[config.mk]
export PLATFORM = sky130hd
export DESIGN_NAME = fixed_partition_fit_allocator
export DESIGN_NICKNAME = d
export VERILOG_FILES = /design/src/rtl/fpfa_pkg.sv /design/src/rtl/fpfa_fit_unit.sv /design/src/rtl/fixed_partition_fit_allocator.sv
export VERILOG_INCLUDE_DIRS = /design/src /design/src/rtl
export SDC_FILE = /design/constraint.sdc
export NUM_CORES = 1
export LEC_CHECK = 0
export ABC_AREA = 1
export BUFFER_PORTS_ARGS = -buffer_cell sky130_fd_sc_hd__buf_2
export CAP_MARGIN = 20
export CORE_MARGIN = 3
export CORE_UTILIZATION = 50
export CTS_CLUSTER_DIAMETER = 80
export DETAILED_ROUTE_END_ITERATION = 12
export PLACE_DENSITY = 0.72
export SLEW_MARGIN = 10
export SYNTH_ARGS = -nofsm -noshare
export SYNTH_HDL_FRONTEND = slang
export SYNTH_SLANG_ARGS = --single-unit
[constraint.sdc]
create_clock -name clk -period 2.5 [get_ports clk]
set_input_delay 0.375 -clock clk [delete_from_list [all_inputs] [get_ports clk]]
set_output_delay 0.375 -clock clk [all_outputs]
set_load 0.05 [all_outputs]
[src/rtl/fixed_partition_fit_allocator_assert.svh]
// Assertion macros shared by the allocator RTL.
// Each check samples on the rising edge of clk and is off while rst_n is low.
`ifndef FIXED_PARTITION_FIT_ALLOCATOR_ASSERT_SVH
`define FIXED_PARTITION_FIT_ALLOCATOR_ASSERT_SVH
`ifndef SYNTHESIS
`define FPFA_ASSERT_SAME(label, ante, cons) \
    label: assert property (@(posedge clk) disable iff (!rst_n) (ante) |-> (cons)) \
        else $error("allocator check failed");
`define FPFA_ASSERT_NEXT(label, ante, cons) \
    label: assert property (@(posedge clk) disable iff (!rst_n) (ante) |=> (cons)) \
        else $error("allocator check failed");
`else
`define FPFA_ASSERT_SAME(label, ante, cons)
`define FPFA_ASSERT_NEXT(label, ante, cons)
`endif
`endif

[src/rtl/fpfa_pkg.sv]
package fpfa_pkg;

    // Table geometry.
    localparam int MAX_BLOCKS = 16;
    localparam int SIZE_BITS  = 16;
    localparam int IDX_W      = $clog2(MAX_BLOCKS);
    localparam int CNT_W      = IDX_W + 1;

    // Fixed field widths of the command and register interface.
    localparam int ACTION_W = 2;
    localparam int LOAD_W   = 4;
    localparam int STATUS_W = 2;
    localparam int GRANT_W  = 4;
    localparam int POLICY_W = 2;
    localparam int BIU_W    = 5;
    localparam int CFG_IDX_W  = 2;
    localparam int CFG_DATA_W = 5;

    // Register indexes.
    localparam logic [CFG_IDX_W-1:0] REG_POLICY = 2'd0;
    localparam logic [CFG_IDX_W-1:0] REG_BLOCKS = 2'd1;

    typedef enum logic [ACTION_W-1:0] {
        ACT_LOAD    = 2'd0,
        ACT_REQUEST = 2'd1,
        ACT_CLEAR   = 2'd2
    } action_t;

    typedef enum logic [STATUS_W-1:0] {
        ST_DONE    = 2'd0,
        ST_ALLOC   = 2'd1,
        ST_NOALLOC = 2'd2
    } status_t;

    typedef enum logic [POLICY_W-1:0] {
        POL_FIRST = 2'd0,
        POL_NEXT  = 2'd1,
        POL_BEST  = 2'd2,
        POL_WORST = 2'd3
    } policy_t;

    typedef struct packed {
        logic [ACTION_W-1:0]  action;
        logic [LOAD_W-1:0]    load_index;
        logic [SIZE_BITS-1:0] size_value;
    } in_item_t;

    typedef struct packed {
        logic [STATUS_W-1:0] status;
        logic [GRANT_W-1:0]  granted_block;
    } out_item_t;

    // Control from the sequencer to the fit unit.
    typedef struct packed {
        logic    clear;
        logic    eval;
        policy_t policy;
    } fit_ctrl_t;

    // Report from the fit unit to the sequencer.
    typedef struct packed {
        logic             hit;
        logic             found;
        logic [IDX_W-1:0] best_idx;
    } fit_stat_t;

endpackage

[src/rtl/fpfa_fit_unit.sv]
module fpfa_fit_unit
    import fpfa_pkg::*;
(
    input  logic                 clk,
    input  logic                 rst_n,
    input  fit_ctrl_t            ctrl,
    input  logic [SIZE_BITS-1:0] want,
    input  logic [IDX_W-1:0]     cand_idx,
    input  logic [SIZE_BITS-1:0] cand_size,
    input  logic                 cand_free,
    output fit_stat_t            stat
);

    logic                 found_reg;
    logic                 found_next;
    logic [IDX_W-1:0]     best_idx_reg;
    logic [IDX_W-1:0]     best_idx_next;
    logic [SIZE_BITS-1:0] best_size_reg;
    logic [SIZE_BITS-1:0] best_size_next;
    logic                 fits;
    logic                 better;

    // One candidate per cycle while eval is high: does it fit, and does it beat the kept one.
    always_comb
    begin
        fits   = cand_free && (cand_size >= want);
        better = !found_reg
              || ((ctrl.policy == POL_BEST)  && (cand_size < best_size_reg))
              || ((ctrl.policy == POL_WORST) && (cand_size > best_size_reg));

        found_next     = found_reg;
        best_idx_next  = best_idx_reg;
        best_size_next = best_size_reg;
        if (ctrl.clear)
        begin
            found_next = 1'b0;
        end
        else if (ctrl.eval && fits && better)
        begin
            found_next     = 1'b1;
            best_idx_next  = cand_idx;
            best_size_next = cand_size;
        end
    end

    always_ff @(posedge clk or negedge rst_n)
    begin
        if (!rst_n)
        begin
            found_reg <= 1'b0;
        end
        else
        begin
            found_reg <= found_next;
        end
    end

    // The kept size and index are payload and qualified by the found flag.
    always_ff @(posedge clk)
    begin
        best_idx_reg  <= best_idx_next;
        best_size_reg <= best_size_next;
    end

    assign stat.hit      = ctrl.eval && fits;
    assign stat.found    = found_reg;
    assign stat.best_idx = best_idx_reg;

`include "fixed_partition_fit_allocator_assert.svh"

    `FPFA_ASSERT_NEXT(a_clear_drops_found, ctrl.clear, !found_reg)
    `FPFA_ASSERT_NEXT(a_fit_sets_found, (!ctrl.clear && ctrl.eval && fits), found_reg)
    `FPFA_ASSERT_SAME(a_hit_is_eval, stat.hit, ctrl.eval && cand_free)

endmodule

[src/rtl/fixed_partition_fit_allocator.sv]
// Channel   | Ports                              | Transfer
// ----------+------------------------------------+---------------------------------
// command   | start, busy, item                  | edge with start high, busy low
// result    | done, result                       | edge that ends the done cycle
// registers | cfg_we, cfg_index, cfg_data        | edge with cfg_we high
//
// Load, clear and unused commands, and requests with no active block, give their
// result in the cycle right after the transfer, with busy staying low.
// A request walks the n active blocks (blocks_in_use saturated at 16) through one
// table read port and one fit compare unit, one block a cycle: busy stays high through
// the scan and the finish state, and the result follows in the next cycle; the scan ends
// early when first or next fit finds a block.
// rst_n clears marks, next-fit start and registers; block sizes are not cleared.
// The receiver cannot stall; each result is shown for exactly one cycle.
module fixed_partition_fit_allocator
    import fpfa_pkg::*;
(
    input  logic                  clk,
    input  logic                  rst_n,
    input  logic                  start,
    output logic                  busy,
    input  in_item_t              item,
    output logic                  done,
    output out_item_t             result,
    input  logic                  cfg_we,
    input  logic [CFG_IDX_W-1:0]  cfg_index,
    input  logic [CFG_DATA_W-1:0] cfg_data
);

    typedef enum logic [1:0] {
        S_IDLE,
        S_SCAN,
        S_FINISH
    } state_t;

    state_t               state_reg;
    policy_t              policy_reg;
    logic [BIU_W-1:0]     biu_reg;
    logic [MAX_BLOCKS-1:0] marks_reg;
    logic [IDX_W-1:0]     nfs_reg;
    logic [SIZE_BITS-1:0] want_reg;
    logic [IDX_W-1:0]     addr_reg;
    logic [CNT_W-1:0]     k_reg;
    logic                 cand_valid_reg;
    logic                 cand_last_reg;
    logic [IDX_W-1:0]     cand_idx_reg;
    logic                 done_reg;
    out_item_t            result_reg;

    logic [SIZE_BITS-1:0] size_mem [MAX_BLOCKS];
    logic [SIZE_BITS-1:0] rd_data_reg;

    logic [CNT_W-1:0]     n_active;
    logic [IDX_W-1:0]     scan_first;
    logic [IDX_W-1:0]     addr_step;
    logic                 accept;
    logic                 mem_we;
    logic                 issue;
    logic                 stop_early;
    logic [IDX_W-1:0]     nfs_after;
    fit_ctrl_t            fit_ctrl;
    fit_stat_t            fit_stat;

    // Register writes; indexes beyond the list are dropped.
    always_ff @(posedge clk or negedge rst_n)
    begin
        if (!rst_n)
        begin
            policy_reg <= POL_FIRST;
            biu_reg    <= BIU_W'(MAX_BLOCKS);
        end
        else if (cfg_we)
        begin
            case (cfg_index)
                REG_POLICY: policy_reg <= policy_t'(cfg_data[POLICY_W-1:0]);
                REG_BLOCKS: biu_reg    <= cfg_data[BIU_W-1:0];
                default:    ;
            endcase
        end
    end

    // Active block count saturates at the table depth.
    assign n_active = (CNT_W'(biu_reg) > CNT_W'(MAX_BLOCKS))
                    ? CNT_W'(MAX_BLOCKS) : CNT_W'(biu_reg);
    assign scan_first = (CNT_W'(nfs_reg) < n_active) ? nfs_reg : '0;
    assign addr_step  = ((CNT_W'(addr_reg) + CNT_W'(1)) >= n_active)
                      ? '0 : addr_reg + IDX_W'(1);
    assign nfs_after  = ((CNT_W'(fit_stat.best_idx) + CNT_W'(1)) >= n_active)
                      ? '0 : fit_stat.best_idx + IDX_W'(1);

    assign accept = start && (state_reg == S_IDLE);
    assign mem_we = accept && (item.action == ACT_LOAD)
                 && (CNT_W'(item.load_index) < CNT_W'(MAX_BLOCKS));
    assign issue  = (state_reg == S_SCAN) && (k_reg < n_active);

    // Size table: one write port for loads, one registered read port for scans.
    always_ff @(posedge clk)
    begin
        if (mem_we)
        begin
            size_mem[item.load_index[IDX_W-1:0]] <= item.size_value;
        end
        if (issue)
        begin
            rd_data_reg <= size_mem[addr_reg];
        end
    end

    // The fit unit judges the candidate whose size has just been read.
    always_comb
    begin
        fit_ctrl.clear  = accept;
        fit_ctrl.eval   = (state_reg == S_SCAN) && cand_valid_reg;
        fit_ctrl.policy = policy_reg;
    end

    fpfa_fit_unit u_fit
    (
        .clk       (clk),
        .rst_n     (rst_n),
        .ctrl      (fit_ctrl),
        .want      (want_reg),
        .cand_idx  (cand_idx_reg),
        .cand_size (rd_data_reg),
        .cand_free (!marks_reg[cand_idx_reg]),
        .stat      (fit_stat)
    );

    assign stop_early = fit_stat.hit
                     && ((policy_reg == POL_FIRST) || (policy_reg == POL_NEXT));

    // Sequencer: command decode, scan control, marks and registered result.
    always_ff @(posedge clk or negedge rst_n)
    begin
        if (!rst_n)
        begin
            state_reg      <= S_IDLE;
            marks_reg      <= '0;
            nfs_reg        <= '0;
            cand_valid_reg <= 1'b0;
            cand_last_reg  <= 1'b0;
            done_reg       <= 1'b0;
            result_reg     <= '0;
            want_reg       <= '0;
            addr_reg       <= '0;
            k_reg          <= '0;
            cand_idx_reg   <= '0;
        end
        else
        begin
            // A result leaves after a finished scan or right after any other command.
            done_reg       <= (state_reg == S_FINISH)
                           || (accept && ((item.action != ACT_REQUEST) || (n_active == '0)));
            cand_valid_reg <= issue;
            if (issue)
            begin
                cand_idx_reg  <= addr_reg;
                cand_last_reg <= (k_reg == (n_active - CNT_W'(1)));
                addr_reg      <= addr_step;
                k_reg         <= k_reg + CNT_W'(1);
            end
            case (state_reg)
                S_IDLE:
                begin
                    if (accept)
                    begin
                        case (item.action)
                            ACT_REQUEST:
                            begin
                                if (n_active == '0)
                                begin
                                    result_reg <= {ST_NOALLOC, GRANT_W'(0)};
                                end
                                else
                                begin
                                    result_reg <= '0;
                                    want_reg  <= item.size_value;
                                    addr_reg  <= (policy_reg == POL_NEXT) ? scan_first : '0;
                                    k_reg     <= '0;
                                    state_reg <= S_SCAN;
                                end
                            end
                            ACT_CLEAR:
                            begin
                                result_reg <= '0;
                                marks_reg  <= '0;
                                nfs_reg    <= '0;
                            end
                            default:
                            begin
                                result_reg <= '0;
                            end
                        endcase
                    end
                end
                S_SCAN:
                begin
                    if (fit_ctrl.eval && (stop_early || cand_last_reg))
                    begin
                        state_reg <= S_FINISH;
                    end
                end
                S_FINISH:
                begin
                    state_reg <= S_IDLE;
                    if (fit_stat.found)
                    begin
                        marks_reg[fit_stat.best_idx] <= 1'b1;
                        result_reg <= {ST_ALLOC, GRANT_W'(fit_stat.best_idx)};
                        if (policy_reg == POL_NEXT)
                        begin
                            nfs_reg <= nfs_after;
                        end
                    end
                    else
                    begin
                        result_reg <= {ST_NOALLOC, GRANT_W'(0)};
                    end
                end
                default:
                begin
                    state_reg <= S_IDLE;
                end
            endcase
        end
    end

    assign busy   = (state_reg != S_IDLE);
    assign done   = done_reg;
    assign result = result_reg;

`include "fixed_partition_fit_allocator_assert.svh"

    `FPFA_ASSERT_SAME(a_grant_marked, (done_reg && (result_reg.status == ST_ALLOC)), marks_reg[result_reg.granted_block[IDX_W-1:0]])
    `FPFA_ASSERT_NEXT(a_accept_answers, accept, (done_reg || busy))
    `FPFA_ASSERT_SAME(a_scan_bounded, (state_reg == S_SCAN), (k_reg <= n_active))
    `FPFA_ASSERT_SAME(a_no_done_busy, done_reg, (state_reg == S_IDLE))

endmodule

==> flow_results.org <==
** GRT
- Entering global routing, the biggest net connects 82 pins.
- Overflow left after global routing :: 0
- Number of global-route vias before repair :: 10.2k
- In the global route stage, overall resource usage came out at 0.217.
- Global-route wire length before repair :: 56,500 um
- Initial antenna violation count :: 0

** Power
- The internal portion of the total power is 12.4 mW.
- The share of total power dissipated in sequential elements is 0.403.
- Net Sw Frac :: 0.361
- Leakage power :: 6.87 nW
- Total power after layout :: 19.5 mW
- Clock network power share :: 0.271
- Switching power total :: 7.03 mW
- In this run the power density over the cells is 1100 nW/um^2.
- Combinational power share :: 0.327
- IR drop worst, VDD :: 0.693 mV

** Finish
- Most frequent cells in the layout :: 292 x edfxtp_1, 236 x nand2_1, 112 x o21ai_0, 110 x nor2_1, 106 x inv_1
- The library cell used most frequently in the layout, excluding fill and tap cells, is edfxtp_1.
- The number of antenna diodes in the final layout is 0.
- Compared with the post-synthesis result, the final layout area differs by 14.6%.
- Max reg flops :: 256
- Share of cells above drive strength 1 :: 0.133
- In the final design database the tool counted 1,512 nets.

** Yosys
- A synthesized cell averages 11.6 um^2.
- After synthesis, the share of flip-flops with an asynchronous set or reset is 0.189.
- Sequential-to-total area share from yosys stat :: 0.677
- Summing every instance area after synthesis gives 15,500 um^2.
- Yosys printed 0 warnings.
- When the netlist entered floorplanning its net count stood at 1,427.
- The netlist uses 47 different library cells.
- Post-synthesis register bit count :: 360
- In the synthesized netlist, the number of instances is 1,337.
- For this run, the leading register cell type out of synthesis is edfxtp_1.
- Yosys mapped a number of flops with a built-in enable equal to 292.

** Floorplan
- Core area :: 30,000 um^2
- Die W :: 182 um
- Initial Utilization :: 0.515
- Total number of placement rows :: 63
- The floorplan step defined a die boundary enclosing 33,100 um^2.
- Chip height :: 182 um
- Io pins :: 41

** Clock tree
- The tree is rooted in a clkbuf_16.
- The H-tree was split into 2 levels.
- TritonCTS built the clock tree.
- CTS Buffer Depth :: 3
- Clock-pin slew was measured on the worst setup and hold paths at 0.06 ns.
- Number of clock sinks seen by CTS :: 360
- TritonCTS Buffers :: 39
- Latest clock arrival within the worst-skew pair :: 0.54 ns

** Timing
- For the final database, setup skew stands at 0.0217 ns.
- Maximum clock frequency :: 436 MHz
- Remaining max-slew budget at the tightest pin :: 0.467
- The routed design could run at a clock period as short as 2.29 ns.
- Final count of negative-setup-slack endpoints :: 0
- Worst hold slack :: 0.110 ns
- Number of hold violations in the final report :: 0
- Share of the clock period used by the worst path after layout :: 0.917
- The total count of max-transition violations in the final report came to 0.
- Slew at the pin closest to its max-slew limit :: 0.799 ns

** Routing
- WL final :: 36,400 um
- Avg WL per Cell :: 19.8 um
- The detail route stage leaves a number of antenna-violating nets equal to 0.
- Via count normalized by instance count :: 5.69
- In this run, the number of DRC markers left after iteration 0 of detailed routing was 908.
- Summing over every cut layer, the via total after detailed routing is 10.5k.
- First drt pass iteration count :: 5
- Residual DRC :: 0

** Worst hold path
- The min-delay analysis places its worst path in the category primary input to register.

** Critical path
- For the worst setup path, the data arrival time is 2.69 ns.
- The worst setup path is launched from a register.
- Required time of the critical path :: 2.90 ns
- Critical path type :: register to register
- Of all nets on the critical path, the largest fanout is 4.
- Endpoint kind of the worst setup timing path :: register

** Run status
- The flow ran to the end, and the final reports show no timing, DRC or antenna violations.

** Placement
- The congestion estimate from routability-driven global placement came to 0.859.
- Detailed Place HPWL :: 23,100 um
- Number of buffers added on ports :: 40

** Run
- Reported max-cap violation count :: 0
[metrics by stage]
step	setup TNS (ns)	util	setup WS, ns	instance area [um^2]	instances
after floorplan	0	-	0.0953	15500	1337
after global placement	0	0.550	0.188	16500	1767
after global routing	-0.00857	0.590	-0.00857	17700	1841
final	0	0.590	0.208	17700	1841
after detailed placement	0	0.550	0.148	16500	1767
after CTS	0	0.589	0.132	17700	1838
[logic make-up after synthesis]
family                     count (synthesis)  share of synthesized area
buffers and inverters                    171                     0.0440
adders and majority gates                 57                     0.0461
and+or+nand+nor                          467                      0.128
xor gates and xnor gates                   8                    0.00453
AOI/OAI and AO/OA                        274                      0.100
DFF                                      360                      0.677
[synth_stat cells (3+ instances only)]
cell | count | area [um^2]
a221oi_1 | 17 | 149
o22ai_1 | 19 | 119
inv_1 | 106 | 398
nor2_1 | 122 | 458
o21ai_1 | 23 | 115
nand4_1 | 19 | 119
xor2_1 | 5 | 43.8
nand2_1 | 237 | 890
xnor2_1 | 3 | 26.3
buf_2 | 26 | 130
a21oi_1 | 76 | 380
buf_1 | 3 | 11.3
nor2_4 | 3 | 33.8
nor2_2 | 5 | 31.3
clkbuf_1 | 22 | 82.6
dfrtp_1 | 67 | 1680
o21ai_0 | 113 | 566
edfxtp_1 | 292 | 8770
ha_1 | 57 | 713
nand3_1 | 68 | 340
inv_2 | 11 | 41.3
o221ai_1 | 14 | 123
[path summary, 6_finish.rpt]
check | from | end | slack [ns] | cells after the start
min in group asynchronous | rst_n | want_reg[5] | 0.33 | 2
worst max register to register | biu_reg[1] | k_reg[3] | 0.21 | 13
worst max-delay path | biu_reg[1] | k_reg[3] | 0.21 | 13
worst min-delay path | cfg_data[4] | biu_reg[4] | 0.11 | 3
worst min register to register | rd_data_reg[0] | u_fit.best_size_reg[0] | 0.47 | 0
max in group asynchronous | rst_n | biu_reg[4] | 1.50 | 3
[power by group through the flow]
stage,Combinational (mW),Sequential (mW),Clock [mW]
finish,6.36,7.83,5.27
CTS,6.23,7.83,5.34
global route,7.14,7.90,5.59
floorplan,4.13,7.78,0
detailed placement,6.18,7.94,0
global placement,6.03,7.90,0
[layer usage]
layer,share of wire,global-route usage,vias up
li1,-,-,4906
met4,0.023,0.0619,0
met2,0.49,0.366,401
met5,0,0,-
met1,0.42,0.295,5098
met3,0.069,0.0339,62
[timing repair]
item	4_1_cts	5_1_grt
endpoints found under the setup margin	0	4
gates resized for setup	0	4
hold endpoints to repair	13	0
hold buffers	1	0
buffers inserted	0	3
[worst max-delay path, stage by stage (launching register included)]
cell	delay, ns
dfrtp_1	0.42
nor2_1	0.13
nand3_1	0.11
nand2_1	0.13
nand2_1	0.09
ha_1	0.30
nand2_1	0.07
inv_1	0.03
o21ai_1	0.18
nand4_4	0.15
buf_4	0.19
nor4_2	0.16
and2_1	0.16
nor2_1	0.04
[cell type report]
cell class                 count  area, um^2
clock inverter                16         119
tap                          390         488
multi-input combinational    806        4360
fill                        2409       12300
sequential                   360       10500
clock buffer                  54        1050
inverter                     118         445
timing repair buffer          97         781
Note: power is estimated with default switching activity, not from simulation.
